`src/hw/rtl/pts_pkg.sv`:
```
// publish topic scanner: shared constants, widths and the work record type
// used by the parser front, the work queue and the result back end
// no dependencies
package pts_pkg;

    // header and topic byte codes
    localparam logic [7:0] MARKER_BYTE = 8'h80;
    localparam logic [7:0] QOS0_BYTE   = 8'h30;
    localparam logic [7:0] QOS2_BYTE   = 8'h34;
    localparam logic [7:0] PRINT_LO    = 8'd32;
    localparam logic [7:0] PRINT_HI    = 8'd126;

    // the qos byte sits four bytes after the marker, the length byte seven after
    localparam int LEN_OFFSET = 7;
    localparam int QOS_OFFSET = 4;
    localparam int SKIP_W     = 2;
    localparam logic [SKIP_W-1:0] SKIP_INIT = SKIP_W'(LEN_OFFSET - QOS_OFFSET - 1);

    // history window of past bytes
    localparam int WINDOW_DEPTH = QOS_OFFSET;
    localparam int FILL_W       = $clog2(WINDOW_DEPTH + 1);

    // stream widths
    localparam int CHAR_W      = 7;
    localparam int COUNT_W     = 8;
    localparam int IN_TDATA_W  = 8;
    localparam int OUT_TDATA_W = 24;

    // work queue between front and back, depth a power of two
    localparam int QUEUE_DEPTH = 4;
    localparam int QPTR_W      = $clog2(QUEUE_DEPTH);
    localparam int QCNT_W      = $clog2(QUEUE_DEPTH + 1);

    // what one accepted byte asks the back end to send
    typedef struct packed {
        logic               has_char;
        logic [CHAR_W-1:0]  topic_char;
        logic               has_sum;
        logic               found_valid;
        logic               qos_level;
        logic [COUNT_W-1:0] printable_count;
    } t_work;

    // queue status seen by the top level and the back end
    typedef struct packed {
        logic empty;
        logic full;
    } t_queue_status;

endpackage

```
`src/hw/rtl/pts_front.sv`:
```
// publish topic scanner front: parses each accepted byte and builds a work record
// depends on pts_pkg
module pts_front (
    input  logic                          i_clk,
    input  logic                          i_rst_n,
    input  logic                          i_accept,
    input  logic [7:0]                    i_data_byte,
    input  logic                          i_last_byte,
    output logic                          o_push,
    output pts_pkg::t_work                o_work
);

    typedef enum logic [2:0] {
        PH_SCAN  = 3'd0,
        PH_SKIP  = 3'd1,
        PH_LEN   = 3'd2,
        PH_TOPIC = 3'd3,
        PH_DONE  = 3'd4
    } t_phase;

    t_phase                              r_phase, n_phase;
    logic [7:0]                          r_win [pts_pkg::WINDOW_DEPTH];
    logic [pts_pkg::FILL_W-1:0]          r_fill, n_fill;
    logic [pts_pkg::SKIP_W-1:0]          r_skip, n_skip;
    logic [7:0]                          r_remain, n_remain;
    logic                                r_qos, n_qos;
    logic [pts_pkg::COUNT_W-1:0]         r_count, n_count;
    logic                                w_printable;
    logic                                w_emit_char;
    logic                                w_match;

    assign w_printable = (i_data_byte >= pts_pkg::PRINT_LO) &&
                         (i_data_byte <= pts_pkg::PRINT_HI);

    assign w_match = (r_fill == pts_pkg::FILL_W'(pts_pkg::WINDOW_DEPTH)) &&
                     (r_win[0] == pts_pkg::MARKER_BYTE) &&
                     ((i_data_byte == pts_pkg::QOS0_BYTE) ||
                      (i_data_byte == pts_pkg::QOS2_BYTE));

    // phase step for the current byte
    always_comb begin
        n_phase     = r_phase;
        n_skip      = r_skip;
        n_remain    = r_remain;
        n_qos       = r_qos;
        n_count     = r_count;
        w_emit_char = 1'b0;
        case (r_phase)
            PH_SKIP: begin
                n_skip = r_skip - 1'b1;
                if (n_skip == '0) begin
                    n_phase = PH_LEN;
                end
            end
            PH_LEN: begin
                n_remain = i_data_byte;
                n_phase  = (i_data_byte == 8'd0) ? PH_DONE : PH_TOPIC;
            end
            PH_TOPIC: begin
                if (w_printable) begin
                    w_emit_char = 1'b1;
                    n_count     = r_count + 1'b1;
                end
                n_remain = r_remain - 1'b1;
                if (n_remain == 8'd0) begin
                    n_phase = PH_DONE;
                end
            end
            PH_DONE: begin
            end
            default: begin
                // scanning; unused codes behave the same
                if (w_match) begin
                    n_qos   = (i_data_byte == pts_pkg::QOS2_BYTE);
                    n_skip  = pts_pkg::SKIP_INIT;
                    n_phase = PH_SKIP;
                end
            end
        endcase
        n_fill = (r_fill == pts_pkg::FILL_W'(pts_pkg::WINDOW_DEPTH)) ?
                 r_fill : r_fill + 1'b1;
    end

    // work record for the back end
    always_comb begin
        o_work.has_char        = w_emit_char;
        o_work.topic_char      = i_data_byte[pts_pkg::CHAR_W-1:0];
        o_work.has_sum         = i_last_byte;
        o_work.found_valid     = (n_phase == PH_DONE);
        o_work.qos_level       = (n_phase == PH_DONE) ? n_qos : 1'b0;
        o_work.printable_count = n_count;
    end

    assign o_push = i_accept && (w_emit_char || i_last_byte);

    // parser state, cleared again after the last byte of a payload
    always_ff @(posedge i_clk) begin
        if (!i_rst_n || (i_accept && i_last_byte)) begin
            r_phase  <= PH_SCAN;
            r_fill   <= '0;
            r_skip   <= '0;
            r_remain <= '0;
            r_qos    <= 1'b0;
            r_count  <= '0;
            for (int k = 0; k < pts_pkg::WINDOW_DEPTH; k++) begin
                r_win[k] <= '0;
            end
        end else if (i_accept) begin
            r_phase  <= n_phase;
            r_fill   <= n_fill;
            r_skip   <= n_skip;
            r_remain <= n_remain;
            r_qos    <= n_qos;
            r_count  <= n_count;
            for (int k = 0; k < pts_pkg::WINDOW_DEPTH - 1; k++) begin
                r_win[k] <= r_win[k+1];
            end
            r_win[pts_pkg::WINDOW_DEPTH-1] <= i_data_byte;
        end
    end

endmodule

```
`src/hw/rtl/pts_queue.sv`:
```
// publish topic scanner work queue: short fifo of work records between front and back
// depends on pts_pkg
module pts_queue (
    input  logic                   i_clk,
    input  logic                   i_rst_n,
    input  logic                   i_push,
    input  pts_pkg::t_work         i_work,
    input  logic                   i_pop,
    output pts_pkg::t_work         o_work,
    output pts_pkg::t_queue_status o_status
);

    pts_pkg::t_work              r_mem [pts_pkg::QUEUE_DEPTH];
    logic [pts_pkg::QPTR_W-1:0]  r_wptr;
    logic [pts_pkg::QPTR_W-1:0]  r_rptr;
    logic [pts_pkg::QCNT_W-1:0]  r_cnt;

    assign o_status.empty = (r_cnt == '0);
    assign o_status.full  = (r_cnt == pts_pkg::QCNT_W'(pts_pkg::QUEUE_DEPTH));
    assign o_work         = r_mem[r_rptr];

    // storage
    always_ff @(posedge i_clk) begin
        if (i_push) begin
            r_mem[r_wptr] <= i_work;
        end
    end

    // pointers and fill level; pointers wrap on their own width
    always_ff @(posedge i_clk) begin
        if (!i_rst_n) begin
            r_wptr <= '0;
            r_rptr <= '0;
            r_cnt  <= '0;
        end else begin
            if (i_push) begin
                r_wptr <= r_wptr + 1'b1;
            end
            if (i_pop) begin
                r_rptr <= r_rptr + 1'b1;
            end
            if (i_push && !i_pop) begin
                r_cnt <= r_cnt + 1'b1;
            end else if (!i_push && i_pop) begin
                r_cnt <= r_cnt - 1'b1;
            end
        end
    end

endmodule

```
`src/hw/rtl/pts_back.sv`:
```
// publish topic scanner back end: turns work records into one or two result beats
// depends on pts_pkg
module pts_back (
    input  logic                               i_clk,
    input  logic                               i_rst_n,
    input  pts_pkg::t_work                     i_work,
    input  pts_pkg::t_queue_status             i_status,
    output logic                               o_pop,
    input  logic                               i_tready,
    output logic                               o_tvalid,
    output logic [pts_pkg::OUT_TDATA_W-1:0]    o_tdata,
    output logic                               o_tuser,
    output logic                               o_tlast
);

    localparam int PAD_W = pts_pkg::OUT_TDATA_W - pts_pkg::CHAR_W - 2 - pts_pkg::COUNT_W;

    logic                          r_tvalid;
    logic [pts_pkg::OUT_TDATA_W-1:0] r_tdata;
    logic                          r_tuser;
    logic                          r_tlast;
    logic                          r_pend;
    logic                          r_pend_valid;
    logic                          r_pend_qos;
    logic [pts_pkg::COUNT_W-1:0]   r_pend_count;
    logic                          w_load;

    assign w_load = !r_tvalid || i_tready;
    assign o_pop  = w_load && !r_pend && !i_status.empty;

    assign o_tvalid = r_tvalid;
    assign o_tdata  = r_tdata;
    assign o_tuser  = r_tuser;
    assign o_tlast  = r_tlast;

    // output register and pending summary held behind a character beat
    always_ff @(posedge i_clk) begin
        if (!i_rst_n) begin
            r_tvalid <= 1'b0;
            r_pend   <= 1'b0;
        end else if (w_load) begin
            if (r_pend) begin
                r_tvalid <= 1'b1;
                r_tuser  <= 1'b1;
                r_tlast  <= 1'b1;
                r_tdata  <= {PAD_W'(0), r_pend_count, r_pend_qos, r_pend_valid,
                             pts_pkg::CHAR_W'(0)};
                r_pend   <= 1'b0;
            end else if (!i_status.empty) begin
                r_tvalid <= 1'b1;
                if (i_work.has_char) begin
                    r_tuser      <= 1'b0;
                    r_tlast      <= !i_work.has_sum;
                    r_tdata      <= {PAD_W'(0), pts_pkg::COUNT_W'(0), 2'b00,
                                     i_work.topic_char};
                    r_pend       <= i_work.has_sum;
                    r_pend_valid <= i_work.found_valid;
                    r_pend_qos   <= i_work.qos_level;
                    r_pend_count <= i_work.printable_count;
                end else begin
                    r_tuser <= 1'b1;
                    r_tlast <= 1'b1;
                    r_tdata <= {PAD_W'(0), i_work.printable_count, i_work.qos_level,
                                i_work.found_valid, pts_pkg::CHAR_W'(0)};
                end
            end else begin
                r_tvalid <= 1'b0;
            end
        end
    end

endmodule

```
`src/hw/rtl/publish_topic_scanner_unit.sv`:
```
// Publish topic scanner: finds a publish header in a payload byte stream,
// streams the printable topic characters and closes each payload with a summary.
// Input beats carry one payload byte, tlast marks the final byte of a payload.
// Output beats: tuser 0 is a topic character, tuser 1 the end-of-payload summary
// with found flag, qos level and printable count; tlast marks the final beat
// caused by one input byte. A consumer drops the characters of a payload whose
// summary has the found flag low.
// Throughput: one input byte per cycle while the work queue has room. A byte that yields
// both a character and a summary gives two output beats from the single output register.
// A result is registered first in the work queue and then in the output register. The
// parser front writes a four-entry work queue; the back end reads it, so the input
// keeps flowing while a result waits downstream.
// When the receiver stalls, the queue fills and s_axis_tready drops once it
// is full; results held in the output register stay stable.
// Reset (synchronous, active low) empties the queue, drops the output beat
// and returns the parser to scanning with an empty byte history.
// depends on pts_pkg, pts_front, pts_queue, pts_back
module publish_topic_scanner_unit (
    input  logic                                i_clk,
    input  logic                                i_rst_n,
    input  logic                                s_axis_tvalid,
    output logic                                s_axis_tready,
    input  logic [pts_pkg::IN_TDATA_W-1:0]      s_axis_tdata,   // [7:0] data_byte
    input  logic                                s_axis_tlast,   // last_byte
    output logic                                m_axis_tvalid,
    input  logic                                m_axis_tready,
    output logic [pts_pkg::OUT_TDATA_W-1:0]     m_axis_tdata,   // [6:0] topic_char,
                                                                // [7] found_valid,
                                                                // [8] qos_level,
                                                                // [16:9] printable_count
    output logic                                m_axis_tuser,   // item_kind
    output logic                                m_axis_tlast    // last_of_run
);

    logic                   w_accept;
    logic                   w_push;
    logic                   w_pop;
    pts_pkg::t_work         w_in_work;
    pts_pkg::t_work         w_head_work;
    pts_pkg::t_queue_status w_status;

    assign s_axis_tready = !w_status.full;
    assign w_accept      = s_axis_tvalid && s_axis_tready;

    // byte parser
    pts_front u_front (
        .i_clk       (i_clk),
        .i_rst_n     (i_rst_n),
        .i_accept    (w_accept),
        .i_data_byte (s_axis_tdata),
        .i_last_byte (s_axis_tlast),
        .o_push      (w_push),
        .o_work      (w_in_work)
    );

    // work queue
    pts_queue u_queue (
        .i_clk    (i_clk),
        .i_rst_n  (i_rst_n),
        .i_push   (w_push),
        .i_work   (w_in_work),
        .i_pop    (w_pop),
        .o_work   (w_head_work),
        .o_status (w_status)
    );

    // result beats
    pts_back u_back (
        .i_clk    (i_clk),
        .i_rst_n  (i_rst_n),
        .i_work   (w_head_work),
        .i_status (w_status),
        .o_pop    (w_pop),
        .i_tready (m_axis_tready),
        .o_tvalid (m_axis_tvalid),
        .o_tdata  (m_axis_tdata),
        .o_tuser  (m_axis_tuser),
        .o_tlast  (m_axis_tlast)
    );

endmodule
```
`config.mk`:
```
export PLATFORM = sky130hd
export DESIGN_NAME = publish_topic_scanner_unit
export DESIGN_NICKNAME = d
export VERILOG_FILES = /design/src/hw/rtl/pts_pkg.sv /design/src/hw/rtl/pts_front.sv /design/src/hw/rtl/pts_queue.sv /design/src/hw/rtl/pts_back.sv /design/src/hw/rtl/publish_topic_scanner_unit.sv
export SDC_FILE = /design/constraint.sdc
export NUM_CORES = 1
export LEC_CHECK = 0
export ABC_AREA = 1
export BUFFER_PORTS_ARGS = -buffer_cell sky130_fd_sc_hd__buf_2
export CAP_MARGIN = 10
export CORE_ASPECT_RATIO = 1.75
export CORE_MARGIN = 3
export CORE_UTILIZATION = 25
export DETAILED_ROUTE_END_ITERATION = 16
export GPL_ROUTABILITY_DRIVEN = 0
export PLACE_DENSITY_LB_ADDON = 0.15
export SLEW_MARGIN = 20
export SYNTH_ARGS = -nofsm -noshare
export SYNTH_HDL_FRONTEND = slang
export SYNTH_SLANG_ARGS = --single-unit
```
`constraint.sdc`:
```
create_clock -name i_clk -period 2.85 [get_ports i_clk]
set_clock_uncertainty 0.1 [all_clocks]
set_input_delay 0.285 -clock i_clk [delete_from_list [all_inputs] [get_ports i_clk]]
set_output_delay 0.285 -clock i_clk [all_outputs]
set_load 0.1 [all_outputs]
```
After elaboration in Yosys (flattened, before gate mapping). Memory sizes are Yosys's and may differ from the RTL's. A register that Yosys moved wholly into a read port is not among the register bits. Cells that the tools add are included.

Register bits after elaboration: 70. Word-level logic and storage cells: 127. Memory bits (writable): 108. Output and inout port bits: 28. Memories: 2.

Memories: u_queue.r_mem (depth 4, bits a word 19, read ports 1, clocked after Yosys merged registers in 1, wr ports 1, RTL line pts_queue.sv:13) `pts_pkg::t_work r_mem [pts_pkg::QUEUE_DEPTH];`; u_front.r_win (depth 4, bits a word 8, read ports 4, clocked after Yosys merged registers in 0, wr ports 4, RTL line pts_front.sv:22) `logic [7:0] r_win [pts_pkg::WINDOW_DEPTH];`.

Reductions and logical operators: 36. Equality and inequality tests: 11. Muxes and demuxes: 42. Add/sub/neg operators: 8. Bitwise logic cells: 8. Order comparisons: 2.

Operators by type and width (count): 2-to-1 mux 8 bit (6); 2-to-1 mux 17 bit (2); 2-to-1 mux 24 bit (1); 2-to-1 mux 1 bit (21); 2-to-1 mux 3 bit (6); == test 8 x 6 -> 1 bit (second input constant) (2); logical NOT 8 bit (2); one-hot mux 8 bit (2 select lines) (1); == test 3 bit (second input constant) (4); one-hot mux 3 bit (4 select lines) (1); logical AND 1 bit (10); adder 8 x 1 -> 8 bit (second input constant) (1); == test 8 bit (second input constant) (1); >= comparator 8 x 6 -> 1 bit (second input constant) (1); less-or-equal comparator 8 x 7 -> 1 bit (second input constant) (1); logical NOT 1 bit (8); subtractor 8 x 1 -> 8 bit (second input constant) (1); adder 3 x 1 -> 3 bit (second input constant) (2); == test 3 x 2 -> 1 bit (second input constant) (2); 2-to-1 mux 2 bit (3); AND reduction 3 bit (2); nonzero test 2 bit (3); AND reduction 5 bit (1); adder 2 x 1 -> 2 bit (second input constant) (2); other kinds (13) (23).

Longest topological paths before layout.
Depth after elaboration: 10. Gate-level depth with buffers: 16. Mapped depth without buffers: 16.

Cells and area by module. A second synthesis with hierarchy kept.

Cells, all modules: 753. Area, all modules: 7692.4 sq um.

By module, submodules not included: pts_queue (cells an instance 242, seq. area each 2462.4 sq um, area each 3299.4 sq um, instances 1); pts_front (cells an instance 400, seq. area each 1461.4 sq um, area each 3050.4 sq um, instances 1); pts_back (cells an instance 108, seq. area each 910.9 sq um, area each 1328.8 sq um, instances 1); publish_topic_scanner_unit (cells an instance 3, seq. area each 0.0 sq um, area each 13.8 sq um, instances 1).

Worst setup path after synthesis. Ideal clock, no wire load.

Path type: reg-to-reg. Start: reg u_queue.r_cnt[1] (netlist bit). End: mem u_queue.r_mem[1][0] (netlist bit) (enable). Cell stages (with the launch flop): 7. Path slack: 0.216 ns. Arrival time: 2.140 ns. Data required time: 2.355 ns. Buffers on the path: 0. Setup time: 0.395 ns. Path through: dfxtp_1 -> inv_1 -> nand3_2 -> nand2_4 -> inv_1 -> nand2_4 -> nor2_1.

Word-level cells in the longest chain between the ends: 6.

Ends and longest elaborated chain: from (decl) (RTL line pts_queue.sv:16) `logic [pts_pkg::QCNT_W-1:0] r_cnt;`; from (signal assigned) (RTL line pts_queue.sv:43) `r_cnt <= r_cnt + 1'b1;`; from (signal assigned) (RTL line pts_queue.sv:45) `r_cnt <= r_cnt - 1'b1;`; == test 3 bit (RTL line pts_queue.sv:19) `assign o_status.full = (r_cnt == pts_pkg::QCNT_W'(pts_pkg::QUEUE_DEPTH));`; logical NOT 1 bit (RTL line publish_topic_scanner_unit.sv:42) `assign s_axis_tready = !w_status.full;`; net s_axis_tready (RTL line publish_topic_scanner_unit.sv:22) `output logic s_axis_tready,`; logical AND 1 bit (RTL line publish_topic_scanner_unit.sv:43) `assign w_accept = s_axis_tvalid && s_axis_tready;`; logical AND 1 bit (RTL line pts_front.sv:94) `assign o_push = i_accept && (w_emit_char || i_last_byte);`; 2-to-1 mux 1 bit (RTL line pts_queue.sv:24) `if (i_push) begin`; 2-to-1 mux 1 bit (not written as such) (RTL line pts_queue.sv:25) `r_mem[r_wptr] <= i_work;`; to (decl) (RTL line pts_queue.sv:13).

The timed path passes the listed nets, and every way through them passes these cells.

Final worst setup path.
Start: in s_axis_tdata[6] (netlist bit). End: reg u_queue.r_cnt[2] (netlist bit).

Word-level cells in the longest chain between the ends: 9. Elaborated cells between the ends (all ways): 12. Those cells by class: order compare: 2; mux: 3; reduce/logical: 7.

Ends and longest elaborated chain: from (decl) (RTL line publish_topic_scanner_unit.sv:23) `input logic [pts_pkg::IN_TDATA_W-1:0] s_axis_tdata,`; >= comparator 8 x 6 -> 1 bit or less-or-equal comparator 8 x 7 -> 1 bit (tied branches) (RTL line pts_front.sv:32, pts_front.sv:33); logical AND 1 bit (*) (RTL line pts_front.sv:32) `assign w_printable = (i_data_byte >= pts_pkg::PRINT_LO) &&`; 2-to-1 mux 1 bit (*) (RTL line pts_front.sv:60) `if (w_printable) begin`; 2-to-1 mux 1 bit (*) (RTL line pts_front.sv:48) `case (r_phase)`; logical OR 1 bit (*) (RTL line pts_front.sv:94); logical AND 1 bit (*) (RTL line pts_front.sv:94); net u_front.o_push (RTL line pts_front.sv:9) `output logic o_push,`; logical NOT 1 bit (RTL line pts_queue.sv:44) `end else if (!i_push && i_pop) begin`; logical AND 1 bit (RTL line pts_queue.sv:44); nonzero test 2 bit (no line).

The timed path passes the listed nets; every way through them passes the cells marked *. A chain may end at the register's enable or synchronous reset.

==> flow_summary.json <==
{
  "via_count": 4851,
  "fin_area_sq_mm": 0.00875,
  "port_buffers": 33,
  "status": "completed",
  "placed_area_sq_mm": 0.00809,
  "die_h_um": 234,
  "fmax_ghz": 0.382,
  "hp-class": "in2reg",
  "fin_tns_setup_ps": 0,
  "synth.area.top_cells": "edfxtp_1 (56%), dfxtp_1 (9.7%), nor2_1 (5.9%)",
  "drtPass1Iterations": 4,
  "finalSetupViolCount": 0,
  "synth-async-reset-ratio": 0,
  "seq_area_frac_synth": 0.653,
  "drcViolationCount": 0,
  "htreeDepth": 4,
  "worstPathArrival_ps": 2840,
  "top_layer": "met4",
  "rows": 82,
  "max_slew_margin": 0.455,
  "fin_ws_ps": 235,
  "powerDensity_mw_per_mm2": 922,
  "dieArea_sq_mm": 0.0318,
  "cp-start-kind": "input pin",
  "crit_required_ps": 3080,
  "grt_pass1_vias": 4991,
  "m1WireLength_mm": 6.53,
  "cp_max_fo": 7,
  "whs_ps": 23.2,
  "drive_gt1_frac": 0.142,
  "synth_top_area_share": 0.556,
  "grt_usage": 0.114,
  "netlist_area_sq_mm": 0.00740,
  "synth_edf_count": 137,
  "ioPinCount": 41,
  "clkTransAtPathRegs_ps": 60,
  "dp_cells": 1116,
  "dp_hpwl_mm": 11.9,
  "slew_viol_final": 0,
  "most-common-layout-cells": "edfxtp_1 (137), nor2_1 (116), nand2_1 (110)",
  "post_synth_num_cell_types": 39,
  "ys_seq_elements": 173,
  "routed_wl_mm": 16.8,
  "rsz0062_at_grt": "false",
  "ys_warn_count": 0,
  "grt_max_degree": 39,
  "leakage_uw": 0.00348,
  "antenna_found_initial": 0,
  "synth_top_flop_cell": "edfxtp_1",
  "cts_root_buf": "clkbuf_16",
  "cap_violations": 0,
  "period_needed_ps": 2610,
  "syn_area_per_cell_sq_um": 10.5,
  "grt_overflow": 0,
  "nNetsFinal": 786,
  "route.met3.wl_um": 432,
  "ant_nets": 0,
  "worstSetupEndpointType": "flop",
  "antennaDiodeCount": 0,
  "fp.dieW_um": 136,
  "cts_setup_buffers": 0,
  "period_share": 0.917,
  "synth.largest_area_cell": "edfxtp_1",
  "cts_tree": "yes",
  "drtIter0Drc": 252,
  "crit_type": "in2reg",
  "clk-insertion-delay-late_ps": 440,
  "via_per_inst": 4.21,
  "area_delta_synth_final_pct": 18.2,
  "mostFrequentLayoutCell": "edfxtp_1",
  "cts_made_buffers": 17,
  "ff2ff_setup_slack_ps": 420,
  "routedWlPerCell_um": 14.6,
  "start_util": 0.256,
  "place_ws_ps": 242,
  "max-vdd-ir-drop_mv": 0.529,
  "syn_inst": 703,
  "stdcell_count": 1152,
  "worst_slew_pin_slew_ps": 815,
  "core_area_sq_mm": 0.0289,
  "clockBufferDepth": 2,
  "dr_wl_met2_mm": 9.24,
  "hold_viol": 0,
  "clock-sinks": 173,
  "grt_pass1_wl_mm": 27.0
}
## cells in the mapped netlist, drive strengths merged, types with 3 or more instances
| library cell | n |
|---|---|
| nor2 | 122 |
| nor3 | 6 |
| buf | 23 |
| clkbuf | 3 |
| nand2 | 114 |
| xnor2 | 4 |
| dfxtp | 36 |
| edfxtp | 137 |
| o22ai | 13 |
| a31oi | 3 |
| nand3 | 27 |
| a22o | 10 |
| ha | 11 |
| nand4 | 5 |
| a21oi | 31 |
| inv | 86 |
| o21ai | 59 |
## what timing repair did
| action | in CTS | in global routing |
|---|---|---|
| resized for setup | 0 | 2 |
| endpoints found under the hold margin | 16 | 0 |
| setup endpoints to repair | 0 | 1 |
| hold buffers | 4 | 0 |
## sequential cells by signal, indices dropped and copies added, names as in the netlist, named ones only
| name | cells |
|---|---|
| u_queue.r_rptr | 2 |
| u_front.r_phase | 3 |
| u_front.r_skip | 2 |
| u_back.o_tvalid | 1 |
| u_queue.r_cnt | 3 |
| u_back.o_tlast | 1 |
| u_back.r_pend | 1 |
| u_front.r_fill | 3 |
| u_back.r_pend_count | 8 |
| u_queue.r_mem | 76 |
| u_front.r_win | 32 |
| u_back.o_tdata | 17 |
| u_back.r_pend_qos | 1 |
| u_front.r_count | 8 |
| u_back.o_tuser | 1 |
| u_back.r_pend_valid | 1 |
| u_front.r_remain | 8 |
| u_front.r_qos | 1 |
| u_queue.r_wptr | 2 |
## cell families (layout without fill, tap and decap cells)
| logic type | Yosys count | after routing | synth area share |
|---|---|---|---|
| AND/OR/NAND/NOR | 277 | 277 | 0.160 |
| buffers and inverters | 114 | 179 | 0.0644 |
| flip-flops | 173 | 173 | 0.653 |
| XOR/XNOR | 6 | 6 | 0.00811 |
| adder cells (fa/ha/maj) | 12 | 12 | 0.0213 |
| other | 1 | 7 | 0.000506 |
| AO/OA/AOI/OAI | 120 | 120 | 0.0928 |
## metrics by stage
step	utilization	total power [uW]
2_1_floorplan	-	5210
3_3_place_gp	0.280	5800
3_5_place_dp	0.280	5810
4_1_cts	0.302	8230
5_1_grt	0.302	8520
6_report	0.302	8070
## power breakdown
part	total [uW]	switching (uW)	leakage (uW)	internal, uW
Clock	2390	1000	0.000297	1390
Combinational	2400	1890	0.00154	515
Sequential	3280	112	0.00165	3160
## per-layer routing
layer  track usage  vias to the layer above
met5             0                        -
met4        0.0602                        0
met3        0.0256                       27
met2         0.214                       60
met1         0.114                     2289
li1              -                     2475
## path summary, 6_finish.rpt
check	to	cells past startpoint	startpoint
worst min-delay path	u_queue.r_mem[1][16]	1	s_axis_tdata[5]
worst min register to register	u_front.r_qos	2	u_front.r_qos
worst max register to register	u_front.r_win[0][9]	7	u_queue.r_cnt[1]
worst max-delay path	u_queue.r_cnt[2]	18	s_axis_tdata[6]
## critical path: stages
cell	delay (ps)
dlygate4sd3_1	540
buf_2	160
inv_2	90
nor2_1	50
nand4_1	70
nand3_2	100
inv_1	140
nand2_2	100
nand2_2	90
nand2_4	80
inv_2	70
ha_1	140
inv_1	60
fa_1	370
a21oi_1	150
o21ai_0	120
o21ai_0	150
a21oi_1	50
## cell type report
class,count,area [sq um]
fillers,3051,20200
flip-flops and latches,173,4830
multi-input cells,422,2120
clock buffers,23,520
well taps,378,473
repair buffers,59,370
inverters,88,333
clock inverters,9,93.8
(Power assumes the default switching activity.)
